==> src/rtl/mnrt_pkg.sv <==
// ----------------------------------------------------------------------------
// mnrt_pkg
// Shared types and constants of the mesh neighbour and route table: entry
// layout, configuration set, operation and register codes, reset values.
// ----------------------------------------------------------------------------
`default_nettype none

package mnrt_pkg;

   // default table depth
   localparam int unsigned ENTRIES_DEF = 16;

   // weight added when a neighbour is heard
   localparam logic [7:0] HEARD_STEP = 8'd10;

   // configuration reset values
   localparam logic [7:0] SELF_ADDRESS_RST = 8'd0;
   localparam logic [7:0] WEIGHT_CAP_RST   = 8'd100;
   localparam logic [7:0] TRUST_WEIGHT_RST = 8'd30;
   localparam logic [7:0] HOP_CAP_RST      = 8'd8;

   // operation codes of a request
   typedef enum logic [2:0] {
      OP_HEARD  = 3'd0,
      OP_TICK   = 3'd1,
      OP_LOOKUP = 3'd2,
      OP_CLEAR  = 3'd3,
      OP_MERGE  = 3'd4
   } op_type;

   // configuration register indexes
   typedef enum logic [1:0] {
      CSR_SELF_ADDRESS = 2'd0,
      CSR_WEIGHT_CAP   = 2'd1,
      CSR_TRUST_WEIGHT = 2'd2,
      CSR_HOP_CAP      = 2'd3
   } csr_index_type;

   // one table entry as held in the memory
   typedef struct packed {
      logic [7:0] id;
      logic [7:0] weight;
      logic       trusted;
      logic [7:0] owner;
      logic [7:0] hops;
   } entry_type;

   // configuration set seen by the sequencer
   typedef struct packed {
      logic [7:0] self_address;
      logic [7:0] weight_cap;
      logic [7:0] trust_weight;
      logic [7:0] hop_cap;
   } cfg_type;

endpackage

`default_nettype wire

==> src/rtl/mesh_neighbor_route_table.sv <==
// ----------------------------------------------------------------------------
// mesh_neighbor_route_table
// Neighbour and route table of a mesh node: heard, tick, route lookup,
// clear owner and merge of one remote pair, one response per request.
// ----------------------------------------------------------------------------
// The table lives in a single-port-read memory that is walked one entry at a
// time (read issue, then evaluate): heard, lookup and merge walk once and
// then write, clear owner walks once, and tick walks once plus a second walk
// for every direct neighbour whose aged weight is non-zero and at or below
// the threshold, since its child routes are freed by that second walk. An
// unknown op or a merge pair that is ignored skips the walk and goes straight
// to the response. The next request is taken as soon as the response sits in
// the output register. The user must write the configuration registers only
// while no request is in progress; the block itself does not enforce this.
`default_nettype none

module mesh_neighbor_route_table #(
   parameter int unsigned ENTRIES = mnrt_pkg::ENTRIES_DEF
) (
   input  wire        clock,
   input  wire        reset,
   // configuration
   input  wire        csr_wr_en,
   input  wire [1:0]  csr_index,
   input  wire [7:0]  csr_wdata,
   // request channel
   input  wire        req_valid,
   output logic       req_stall,
   input  wire [2:0]  req_op,
   input  wire [7:0]  req_node_id,
   input  wire [7:0]  req_owner_id,
   input  wire [7:0]  req_hop_count,
   // response channel
   output logic       rsp_valid,
   input  wire        rsp_stall,
   output logic       rsp_trusted,
   output logic       rsp_found,
   output logic [7:0] rsp_next_hop,
   output logic       rsp_table_full
);
   import mnrt_pkg::*;

   localparam int unsigned IDX_W = $clog2(ENTRIES);

   cfg_type          cfg_ff;
   logic             mem_wr_en;
   logic [IDX_W-1:0] mem_wr_addr;
   entry_type        mem_wr_data;
   logic             mem_rd_en;
   logic [IDX_W-1:0] mem_rd_addr;
   entry_type        mem_rd_data;

   // configuration registers
   always_ff @(posedge clock) begin
      if (reset) begin
         cfg_ff.self_address <= SELF_ADDRESS_RST;
         cfg_ff.weight_cap   <= WEIGHT_CAP_RST;
         cfg_ff.trust_weight <= TRUST_WEIGHT_RST;
         cfg_ff.hop_cap      <= HOP_CAP_RST;
      end else if (csr_wr_en) begin
         unique case (csr_index)
            CSR_SELF_ADDRESS: cfg_ff.self_address <= csr_wdata;
            CSR_WEIGHT_CAP:   cfg_ff.weight_cap   <= csr_wdata;
            CSR_TRUST_WEIGHT: cfg_ff.trust_weight <= csr_wdata;
            CSR_HOP_CAP:      cfg_ff.hop_cap      <= csr_wdata;
            default: begin
            end
         endcase
      end
   end

   // sequencer
   mnrt_ctrl #(
      .ENTRIES (ENTRIES),
      .IDX_W   (IDX_W)
   ) u_ctrl (
      .clock          (clock),
      .reset          (reset),
      .cfg            (cfg_ff),
      .req_valid      (req_valid),
      .req_stall      (req_stall),
      .req_op         (req_op),
      .req_node_id    (req_node_id),
      .req_owner_id   (req_owner_id),
      .req_hop_count  (req_hop_count),
      .rsp_valid      (rsp_valid),
      .rsp_stall      (rsp_stall),
      .rsp_trusted    (rsp_trusted),
      .rsp_found      (rsp_found),
      .rsp_next_hop   (rsp_next_hop),
      .rsp_table_full (rsp_table_full),
      .mem_wr_en      (mem_wr_en),
      .mem_wr_addr    (mem_wr_addr),
      .mem_wr_data    (mem_wr_data),
      .mem_rd_en      (mem_rd_en),
      .mem_rd_addr    (mem_rd_addr),
      .mem_rd_data    (mem_rd_data)
   );

   // entry memory
   mnrt_table_mem #(
      .ENTRIES (ENTRIES),
      .IDX_W   (IDX_W)
   ) u_mem (
      .clock   (clock),
      .wr_en   (mem_wr_en),
      .wr_addr (mem_wr_addr),
      .wr_data (mem_wr_data),
      .rd_en   (mem_rd_en),
      .rd_addr (mem_rd_addr),
      .rd_data (mem_rd_data)
   );

endmodule

`default_nettype wire

==> src/rtl/mnrt_table_mem.sv <==
// ----------------------------------------------------------------------------
// mnrt_table_mem
// Entry memory of the route table: one write port and one read port with
// registered read data.
// ----------------------------------------------------------------------------
`default_nettype none

module mnrt_table_mem #(
   parameter int unsigned ENTRIES = 16,
   parameter int unsigned IDX_W   = $clog2(ENTRIES)
) (
   input  wire                     clock,
   input  wire                     wr_en,
   input  wire [IDX_W-1:0]         wr_addr,
   input  mnrt_pkg::entry_type     wr_data,
   input  wire                     rd_en,
   input  wire [IDX_W-1:0]         rd_addr,
   output mnrt_pkg::entry_type     rd_data
);
   import mnrt_pkg::*;

   entry_type mem [ENTRIES];
   entry_type rd_data_ff;

   // write port
   always_ff @(posedge clock) begin
      if (wr_en) begin
         mem[wr_addr] <= wr_data;
      end
   end

   // registered read port
   always_ff @(posedge clock) begin
      if (rd_en) begin
         rd_data_ff <= mem[rd_addr];
      end
   end

   assign rd_data = rd_data_ff;

endmodule

`default_nettype wire

==> src/rtl/mnrt_ctrl.sv <==
// ----------------------------------------------------------------------------
// mnrt_ctrl
// Sequencer of the route table: walks the entry memory one entry at a time,
// keeps the in-use flags, applies the update and holds the response.
// ----------------------------------------------------------------------------
`default_nettype none

module mnrt_ctrl #(
   parameter int unsigned ENTRIES = 16,
   parameter int unsigned IDX_W   = $clog2(ENTRIES)
) (
   input  wire                     clock,
   input  wire                     reset,
   input  mnrt_pkg::cfg_type       cfg,
   // request channel
   input  wire                     req_valid,
   output logic                    req_stall,
   input  wire [2:0]               req_op,
   input  wire [7:0]               req_node_id,
   input  wire [7:0]               req_owner_id,
   input  wire [7:0]               req_hop_count,
   // response channel
   output logic                    rsp_valid,
   input  wire                     rsp_stall,
   output logic                    rsp_trusted,
   output logic                    rsp_found,
   output logic [7:0]              rsp_next_hop,
   output logic                    rsp_table_full,
   // entry memory
   output logic                    mem_wr_en,
   output logic [IDX_W-1:0]        mem_wr_addr,
   output mnrt_pkg::entry_type     mem_wr_data,
   output logic                    mem_rd_en,
   output logic [IDX_W-1:0]        mem_rd_addr,
   input  mnrt_pkg::entry_type     mem_rd_data
);
   import mnrt_pkg::*;

   localparam logic [IDX_W-1:0] LAST_IDX = IDX_W'(ENTRIES - 1);

   typedef enum logic [6:0] {
      S_IDLE = 7'b0000001,
      S_RD   = 7'b0000010,
      S_EV   = 7'b0000100,
      S_CRD  = 7'b0001000,
      S_CEV  = 7'b0010000,
      S_WR   = 7'b0100000,
      S_DONE = 7'b1000000
   } state_type;

   state_type        state_ff, state_in;
   logic [ENTRIES-1:0] used_ff, used_in;
   logic [2:0]       op_ff, op_in;
   logic [7:0]       node_ff, node_in;
   logic [7:0]       owner_ff, owner_in;
   logic [7:0]       hop_ff, hop_in;
   logic [IDX_W-1:0] idx_ff, idx_in;
   logic [IDX_W-1:0] cidx_ff, cidx_in;
   logic [7:0]       key_ff, key_in;
   logic             hit_ff, hit_in;
   logic [IDX_W-1:0] hit_idx_ff, hit_idx_in;
   entry_type        hit_ent_ff, hit_ent_in;
   logic             free_ok_ff, free_ok_in;
   logic [IDX_W-1:0] free_idx_ff, free_idx_in;
   logic             res_trusted_ff, res_trusted_in;
   logic             res_found_ff, res_found_in;
   logic [7:0]       res_next_ff, res_next_in;
   logic             res_full_ff, res_full_in;
   logic             rsp_valid_ff, rsp_valid_in;
   logic             rsp_trusted_ff, rsp_trusted_in;
   logic             rsp_found_ff, rsp_found_in;
   logic [7:0]       rsp_next_hop_ff, rsp_next_hop_in;
   logic             rsp_table_full_ff, rsp_table_full_in;

   logic             merge_skip;
   logic [7:0]       weight_dec;
   logic [8:0]       heard_sum;
   logic [7:0]       heard_weight;
   logic [7:0]       insert_weight;
   logic [8:0]       hop_next;
   logic             merge_take;
   entry_type        new_ent;

   // merge pairs that never touch the table
   assign merge_skip = (req_node_id == 8'd0) || (req_node_id == cfg.self_address) ||
                       (req_hop_count >= cfg.hop_cap);

   // weight arithmetic
   assign weight_dec    = (mem_rd_data.weight != 8'd0) ? mem_rd_data.weight - 8'd1 : 8'd0;
   assign heard_sum     = {1'b0, hit_ent_ff.weight} + {1'b0, HEARD_STEP};
   assign heard_weight  = (heard_sum > {1'b0, cfg.weight_cap}) ? cfg.weight_cap
                                                              : heard_sum[7:0];
   assign insert_weight = (HEARD_STEP > cfg.weight_cap) ? cfg.weight_cap : HEARD_STEP;
   assign hop_next      = {1'b0, hop_ff} + 9'd1;
   assign merge_take    = ({1'b0, hit_ent_ff.hops} > hop_next) || !hit_ent_ff.trusted;

   // sequencer; each memory read is issued in one state and used in the next,
   // so a write-back always lands before any later read of the same entry
   always_comb begin
      state_in          = state_ff;
      used_in           = used_ff;
      op_in             = op_ff;
      node_in           = node_ff;
      owner_in          = owner_ff;
      hop_in            = hop_ff;
      idx_in            = idx_ff;
      cidx_in           = cidx_ff;
      key_in            = key_ff;
      hit_in            = hit_ff;
      hit_idx_in        = hit_idx_ff;
      hit_ent_in        = hit_ent_ff;
      free_ok_in        = free_ok_ff;
      free_idx_in       = free_idx_ff;
      res_trusted_in    = res_trusted_ff;
      res_found_in      = res_found_ff;
      res_next_in       = res_next_ff;
      res_full_in       = res_full_ff;
      rsp_valid_in      = rsp_valid_ff && rsp_stall;
      rsp_trusted_in    = rsp_trusted_ff;
      rsp_found_in      = rsp_found_ff;
      rsp_next_hop_in   = rsp_next_hop_ff;
      rsp_table_full_in = rsp_table_full_ff;
      mem_rd_en         = 1'b0;
      mem_rd_addr       = idx_ff;
      mem_wr_en         = 1'b0;
      mem_wr_addr       = idx_ff;
      mem_wr_data       = mem_rd_data;
      new_ent           = mem_rd_data;

      unique case (state_ff)
         // take a new request
         S_IDLE: begin
            if (req_valid) begin
               op_in          = req_op;
               node_in        = req_node_id;
               owner_in       = req_owner_id;
               hop_in         = req_hop_count;
               idx_in         = '0;
               cidx_in        = '0;
               key_in         = req_owner_id;
               hit_in         = 1'b0;
               free_ok_in     = 1'b0;
               res_trusted_in = 1'b0;
               res_found_in   = 1'b0;
               res_next_in    = 8'd0;
               res_full_in    = 1'b0;
               case (req_op) inside
                  OP_HEARD, OP_TICK, OP_LOOKUP: state_in = S_RD;
                  OP_CLEAR: state_in = S_CRD;
                  OP_MERGE: state_in = merge_skip ? S_DONE : S_RD;
                  default:  state_in = S_DONE;
               endcase
            end
         end

         // main walk: issue read
         S_RD: begin
            mem_rd_en   = 1'b1;
            mem_rd_addr = idx_ff;
            state_in    = S_EV;
         end

         // main walk: evaluate the entry
         S_EV: begin
            if (op_ff == OP_TICK) begin
               // age the weight and settle a direct neighbour
               mem_wr_en          = used_ff[idx_ff];
               mem_wr_addr        = idx_ff;
               mem_wr_data        = mem_rd_data;
               mem_wr_data.weight = weight_dec;
               if (used_ff[idx_ff] && (mem_rd_data.owner == 8'd0)) begin
                  if (weight_dec == 8'd0) begin
                     used_in[idx_ff] = 1'b0;
                  end else if (weight_dec > cfg.trust_weight) begin
                     mem_wr_data.trusted = 1'b1;
                  end else begin
                     mem_wr_data.trusted = 1'b0;
                     key_in  = mem_rd_data.id;
                     cidx_in = '0;
                  end
               end
               if (used_ff[idx_ff] && (mem_rd_data.owner == 8'd0) &&
                   (weight_dec != 8'd0) && !(weight_dec > cfg.trust_weight)) begin
                  state_in = S_CRD;
               end else if (idx_ff == LAST_IDX) begin
                  state_in = S_DONE;
               end else begin
                  idx_in   = idx_ff + IDX_W'(1);
                  state_in = S_RD;
               end
            end else begin
               // first matching in-use entry and first free slot
               if (used_ff[idx_ff] && (mem_rd_data.id == node_ff) && !hit_ff) begin
                  hit_in     = 1'b1;
                  hit_idx_in = idx_ff;
                  hit_ent_in = mem_rd_data;
               end
               if (!used_ff[idx_ff] && !free_ok_ff) begin
                  free_ok_in  = 1'b1;
                  free_idx_in = idx_ff;
               end
               if (idx_ff == LAST_IDX) begin
                  state_in = S_WR;
               end else begin
                  idx_in   = idx_ff + IDX_W'(1);
                  state_in = S_RD;
               end
            end
         end

         // owner walk: issue read
         S_CRD: begin
            mem_rd_en   = 1'b1;
            mem_rd_addr = cidx_ff;
            state_in    = S_CEV;
         end

         // owner walk: free entries of this owner
         S_CEV: begin
            if (used_ff[cidx_ff] && (mem_rd_data.owner == key_ff)) begin
               used_in[cidx_ff] = 1'b0;
            end
            if (cidx_ff != LAST_IDX) begin
               cidx_in  = cidx_ff + IDX_W'(1);
               state_in = S_CRD;
            end else if ((op_ff == OP_TICK) && (idx_ff != LAST_IDX)) begin
               idx_in   = idx_ff + IDX_W'(1);
               state_in = S_RD;
            end else begin
               state_in = S_DONE;
            end
         end

         // apply the update found by the walk
         S_WR: begin
            state_in = S_DONE;
            case (op_ff)
               OP_HEARD: begin
                  if (hit_ff) begin
                     new_ent        = hit_ent_ff;
                     new_ent.weight = heard_weight;
                     new_ent.owner  = 8'd0;
                     new_ent.hops   = 8'd1;
                     mem_wr_en      = 1'b1;
                     mem_wr_addr    = hit_idx_ff;
                     mem_wr_data    = new_ent;
                     res_trusted_in = hit_ent_ff.trusted;
                  end else if (free_ok_ff) begin
                     new_ent.id      = node_ff;
                     new_ent.weight  = insert_weight;
                     new_ent.trusted = 1'b0;
                     new_ent.owner   = 8'd0;
                     new_ent.hops    = 8'd1;
                     mem_wr_en       = 1'b1;
                     mem_wr_addr     = free_idx_ff;
                     mem_wr_data     = new_ent;
                     used_in[free_idx_ff] = 1'b1;
                  end else begin
                     res_full_in = 1'b1;
                  end
               end
               OP_MERGE: begin
                  if (hit_ff) begin
                     new_ent       = hit_ent_ff;
                     new_ent.owner = owner_ff;
                     new_ent.hops  = hop_next[7:0];
                     mem_wr_en     = merge_take;
                     mem_wr_addr   = hit_idx_ff;
                     mem_wr_data   = new_ent;
                  end else if (free_ok_ff) begin
                     new_ent.id      = node_ff;
                     new_ent.weight  = 8'd0;
                     new_ent.trusted = 1'b1;
                     new_ent.owner   = owner_ff;
                     new_ent.hops    = hop_next[7:0];
                     mem_wr_en       = 1'b1;
                     mem_wr_addr     = free_idx_ff;
                     mem_wr_data     = new_ent;
                     used_in[free_idx_ff] = 1'b1;
                  end else begin
                     res_full_in = 1'b1;
                  end
               end
               OP_LOOKUP: begin
                  res_found_in = hit_ff;
                  if (hit_ff) begin
                     res_next_in = (hit_ent_ff.owner != 8'd0) ? hit_ent_ff.owner : node_ff;
                  end
               end
               default: begin
               end
            endcase
         end

         // hand the result to the output register once it is free
         S_DONE: begin
            if (!rsp_valid_ff || !rsp_stall) begin
               rsp_valid_in      = 1'b1;
               rsp_trusted_in    = res_trusted_ff;
               rsp_found_in      = res_found_ff;
               rsp_next_hop_in   = res_next_ff;
               rsp_table_full_in = res_full_ff;
               state_in          = S_IDLE;
            end
         end

         default: state_in = S_IDLE;
      endcase
   end

   // control registers
   always_ff @(posedge clock) begin
      if (reset) begin
         state_ff     <= S_IDLE;
         used_ff      <= '0;
         rsp_valid_ff <= 1'b0;
      end else begin
         state_ff     <= state_in;
         used_ff      <= used_in;
         rsp_valid_ff <= rsp_valid_in;
      end
   end

   // payload registers
   always_ff @(posedge clock) begin
      op_ff             <= op_in;
      node_ff           <= node_in;
      owner_ff          <= owner_in;
      hop_ff            <= hop_in;
      idx_ff            <= idx_in;
      cidx_ff           <= cidx_in;
      key_ff            <= key_in;
      hit_ff            <= hit_in;
      hit_idx_ff        <= hit_idx_in;
      hit_ent_ff        <= hit_ent_in;
      free_ok_ff        <= free_ok_in;
      free_idx_ff       <= free_idx_in;
      res_trusted_ff    <= res_trusted_in;
      res_found_ff      <= res_found_in;
      res_next_ff       <= res_next_in;
      res_full_ff       <= res_full_in;
      rsp_trusted_ff    <= rsp_trusted_in;
      rsp_found_ff      <= rsp_found_in;
      rsp_next_hop_ff   <= rsp_next_hop_in;
      rsp_table_full_ff <= rsp_table_full_in;
   end

   assign req_stall      = (state_ff != S_IDLE);
   assign rsp_valid      = rsp_valid_ff;
   assign rsp_trusted    = rsp_trusted_ff;
   assign rsp_found      = rsp_found_ff;
   assign rsp_next_hop   = rsp_next_hop_ff;
   assign rsp_table_full = rsp_table_full_ff;

endmodule

`default_nettype wire

==> config.mk <==
export PLATFORM = sky130hd
export DESIGN_NAME = mesh_neighbor_route_table
export DESIGN_NICKNAME = d
export VERILOG_FILES = /design/src/rtl/mnrt_pkg.sv /design/src/rtl/mesh_neighbor_route_table.sv /design/src/rtl/mnrt_table_mem.sv /design/src/rtl/mnrt_ctrl.sv
export SDC_FILE = /design/constraint.sdc
export NUM_CORES = 1
export LEC_CHECK = 0
export BUFFER_PORTS_ARGS = -buffer_cell sky130_fd_sc_hd__buf_2
export CAP_MARGIN = 5
export CORE_MARGIN = 2
export CORE_UTILIZATION = 35
export CTS_CLUSTER_DIAMETER = 50
export CTS_CLUSTER_SIZE = 20
export DETAILED_ROUTE_END_ITERATION = 10
export GPL_ROUTABILITY_DRIVEN = 0
export PLACE_DENSITY_LB_ADDON = 0.15
export RECOVER_POWER = 25
export SLEW_MARGIN = 20
export SYNTH_ARGS = -nofsm -noshare
export SYNTH_HDL_FRONTEND = slang
export SYNTH_SLANG_ARGS = --single-unit
export TNS_END_PERCENT = 5
==> constraint.sdc <==
create_clock -name clock -period 10.9 [get_ports clock]
set_clock_uncertainty 0.15 [all_clocks]
set_input_delay 1.635 -clock clock [delete_from_list [all_inputs] [get_ports clock]]
set_output_delay 1.635 -clock clock [all_outputs]
set_load 0.05 [all_outputs]
==> results.md <==
- CTS Buffer Depth: 3
- Post-layout worst setup margin: 5.41 ns
- Synth warn: 0
- Least-Margin Pin Slew: 2.80 ns
- EDFF count, synth: 669
- Vias in the first global route: 20,200
- Async S/R FF share, synth: 0%
- Inserted Diodes: 0
- Initial Util: 35.3%
- Core area: 88,400 um^2
- Power Dens Cells: 190 nW/um^2
- Hpwl dp: 56,700 um
- Leak: 12.2 nW
- Placed cell count: 3,424
- Max-Cap Viols: 3
- VDD IR max: 0.115 mV
- Final cell count without fillers: 3,578
- Library cells used by synthesis: 73
- Syn Inst Count: 2,265
- Relative slew slack: -86.4%
- Largest net degree at the start of global routing: 159
- Crit path DAT: 5.62 ns
- Hold Crit Class: flop to flop
- Initial antenna violation count: 2
- Fin. Hold Viols: 0
- Crit Path Category: flop to flop
- RSZ-0062 raised after global routing: no
- Critical Path Fanout Max: 23
- Final wirelength: 92,800 um
- Worst path required time: 11.03 ns
- PortBufs: 54
- Hold buffer count at cts: 0
- Post-DRT Antenna Nets: 0
- Fin Setup TNS: 0 ns
- Clock Sinks: 725
- Top_reg_cell synth: edfxtp_1
- Avg WL per Cell: 25.9 um
- Hold path start: u_ctrl.res_next_ff[0]
- TritonCTS clock tree: yes
- Period utilization: 50.4%
- Die Footprint: 91,600 um^2
- Clk pin slew, worst setup/hold paths: 0.07 ns
- Slew Limit Fails: 107
- Global-route wire length before repair: 136,000 um
- Multi-input logic area: 9520 um^2
- Syn Nets: 2,350
- Final setup vio count: 0
- Vias: 20,200
- Clk_lat worst skew: 0.66 ns
- CP startpoint: u_ctrl.state_ff[1]
- # IOs: 55
- Reg area: 21,200 um^2
- Post-CTS Setup Inserts: 0
- DRT Pass-1 Iters: 5
- Die height: 303 um
- Inserted Clock Buffers: 82
- CTS root buf: clkbuf_16
- Post-cts sizing count: 0
- Fillers: 8,233
- Max Fclk: 0.182 GHz
- Total gr overflow: 0
- Share of layout cells above drive strength 1: 12.2%
- Final min period: 5.49 ns
- Final nets: 2,428
- Worst Setup Start Kind: flop
- Initial DRC count: 1,623
- Register area share after synthesis: 67.9%
- Status: complete, but fails checks
- Pre-CTS setup slack: 5.80 ns
- H-tree depth: 3
- Flop and latch count out of synthesis: 725
- Number of core rows: 109
- DIE WIDTH: 303 um
- P&R area growth vs syn: 15.0%
- GRT Total Usage: 20.2%
- DRC: 0
- Mean area per synthesized cell: 13.8 um^2
- Synthesized area: 31,200 um^2
- DR vias/cell: 5.65
- Failing checks: max-capacitance violations, max-slew violations
- RR Startpoint: u_ctrl.state_ff[1]
- Crit. End Element: flop
-- report_power, final --
part | total [W] | switching, W | internal, W | leakage [nW]
clock | 0.00287 | 0.00129 | 0.00157 | 1.39
sequential | 0.00318 | 0.0000641 | 0.00311 | 6.50
combinational | 0.000789 | 0.000533 | 0.000256 | 4.30
-- registers in the layout, summed over array words and instances, names as in the netlist, 3 cells and up --
signal,count
u_mem.mem,528
u_ctrl.hit_ent_ff,33
u_mem.rd_data,33
cfg_ff,32
u_ctrl.used_ff,16
u_ctrl.hop_ff,8
u_ctrl.key_ff,8
u_ctrl.node_ff,8
u_ctrl.owner_ff,8
u_ctrl.res_next_ff,8
u_ctrl.rsp_next_hop,8
u_ctrl.state_ff,7
u_ctrl.cidx_ff,4
u_ctrl.free_idx_ff,4
u_ctrl.hit_idx_ff,4
u_ctrl.idx_ff,4
u_ctrl.op_ff,3
-- per-stage QoR --
stage / util, % / hold slack [ns] / cell area [um^2] / total power, W
2_1_floorplan: - / 0.250 / 31200 / 0.00372
3_3_place_gp: 37.5 / 0.258 / 33200 / 0.00401
3_5_place_dp: 37.6 / 0.255 / 33200 / 0.00403
4_1_cts: 40.8 / 0.271 / 36100 / 0.00689
5_1_grt: 40.6 / 0.287 / 35900 / 0.00707
6_report: 40.6 / 0.265 / 35900 / 0.00683
-- worst max-delay path: stages (launching register included) --
cell,delay (ns)
dfxtp_1,0.40
or4_1,0.65
nor4_1,0.37
clkbuf_1,0.65
o21ai_0,0.20
clkbuf_1,0.55
a221oi_1,0.59
nor2_2,0.27
nor3b_4,0.68
buf_4,0.58
-- metal layers --
metal / global-route usage [%] / share of wire [%] / vias to the layer above
met4: 6.84 / 2.6 / 0
met3: 2.89 / 5.7 / 138
met1: 28.2 / 45 / 10400
li1: - / - / 9051
met2: 32.4 / 47 / 661
met5: 0 / 0 / -
-- cell type report --
| class | count | area share [%] |
|---|---|---|
| clock inverter | 65 | 2.02 |
| inverter | 51 | 0.533 |
| timing repair buffer | 121 | 1.88 |
| clock buffer | 89 | 5.96 |
| sequential | 725 | 59.0 |
| tap | 1165 | 4.06 |
| multi-input combinational | 1362 | 26.5 |
-- path summary, 6_finish.rpt --
kind / cells after the start / to / slack, ns
hold reg to reg: 0 / u_ctrl.rsp_next_hop[0] / 0.26
setup / recovery: 9 / u_mem.mem[7][28] / 5.41
hold / removal: 0 / u_ctrl.rsp_next_hop[0] / 0.26
setup reg to reg: 9 / u_mem.mem[7][28] / 5.41
-- placed cells by master, fill, tap and decap left out, drive strengths merged, types with 11 or more instances in the layout --
| master | instances |
|---|---|
| edfxtp | 669 |
| nand2 | 212 |
| mux2i | 156 |
| clkbuf | 145 |
| a21oi | 108 |
| nor2 | 97 |
| o22ai | 84 |
| inv | 76 |
| o21ai | 75 |
| buf | 65 |
| nand3 | 56 |
| dfxtp | 56 |
| a211oi | 52 |
| ha | 43 |
| a211o | 37 |
| xnor2 | 35 |
| clkinv | 32 |
| nor3 | 31 |
| and3 | 27 |
| or3 | 24 |
| a32oi | 22 |
| or4 | 21 |
| nand2b | 20 |
| o31ai | 20 |
| a31oi | 19 |
| mux2 | 18 |
| a22oi | 18 |
| a221o | 18 |
| o2111a | 18 |
| and4b | 14 |
| nor4 | 14 |
| nor2b | 11 |
| nand4 | 11 |
-- cells in the mapped netlist, drive strengths merged, types with 11 or more instances --
cell type,number,area (um^2)
edfxtp,669,20100
nand2,212,796
mux2i,156,1560
a21oi,108,541
nor2,97,364
o22ai,84,526
clkbuf,80,300
o21ai,75,375
dfxtp,56,1120
nand3,56,280
a211oi,52,390
buf,47,268
inv,47,176
ha,43,538
a211o,37,324
xnor2,35,307
nor3,31,155
and3,27,169
or3,24,150
a32oi,22,193
or4,21,165
nand2b,20,125
o31ai,20,150
a31oi,19,119
a221o,18,180
a22oi,18,135
mux2,18,203
o2111a,18,203
and4b,14,140
nor4,14,103
nand4,11,68.8
nor2b,11,68.8
-- logic make-up after synthesis --
kind of cell    count (synthesis)  share of synthesized area, %
flops                         725                          67.9
simple gates                  580                          9.32
compound gates                515                          11.3
mux                           181                          6.15
buf+inv                       178                          2.43
xor+xnor                       43                          1.21
fa+ha+maj                      43                          1.72
Note: power is estimated with default switching activity, not from simulation.
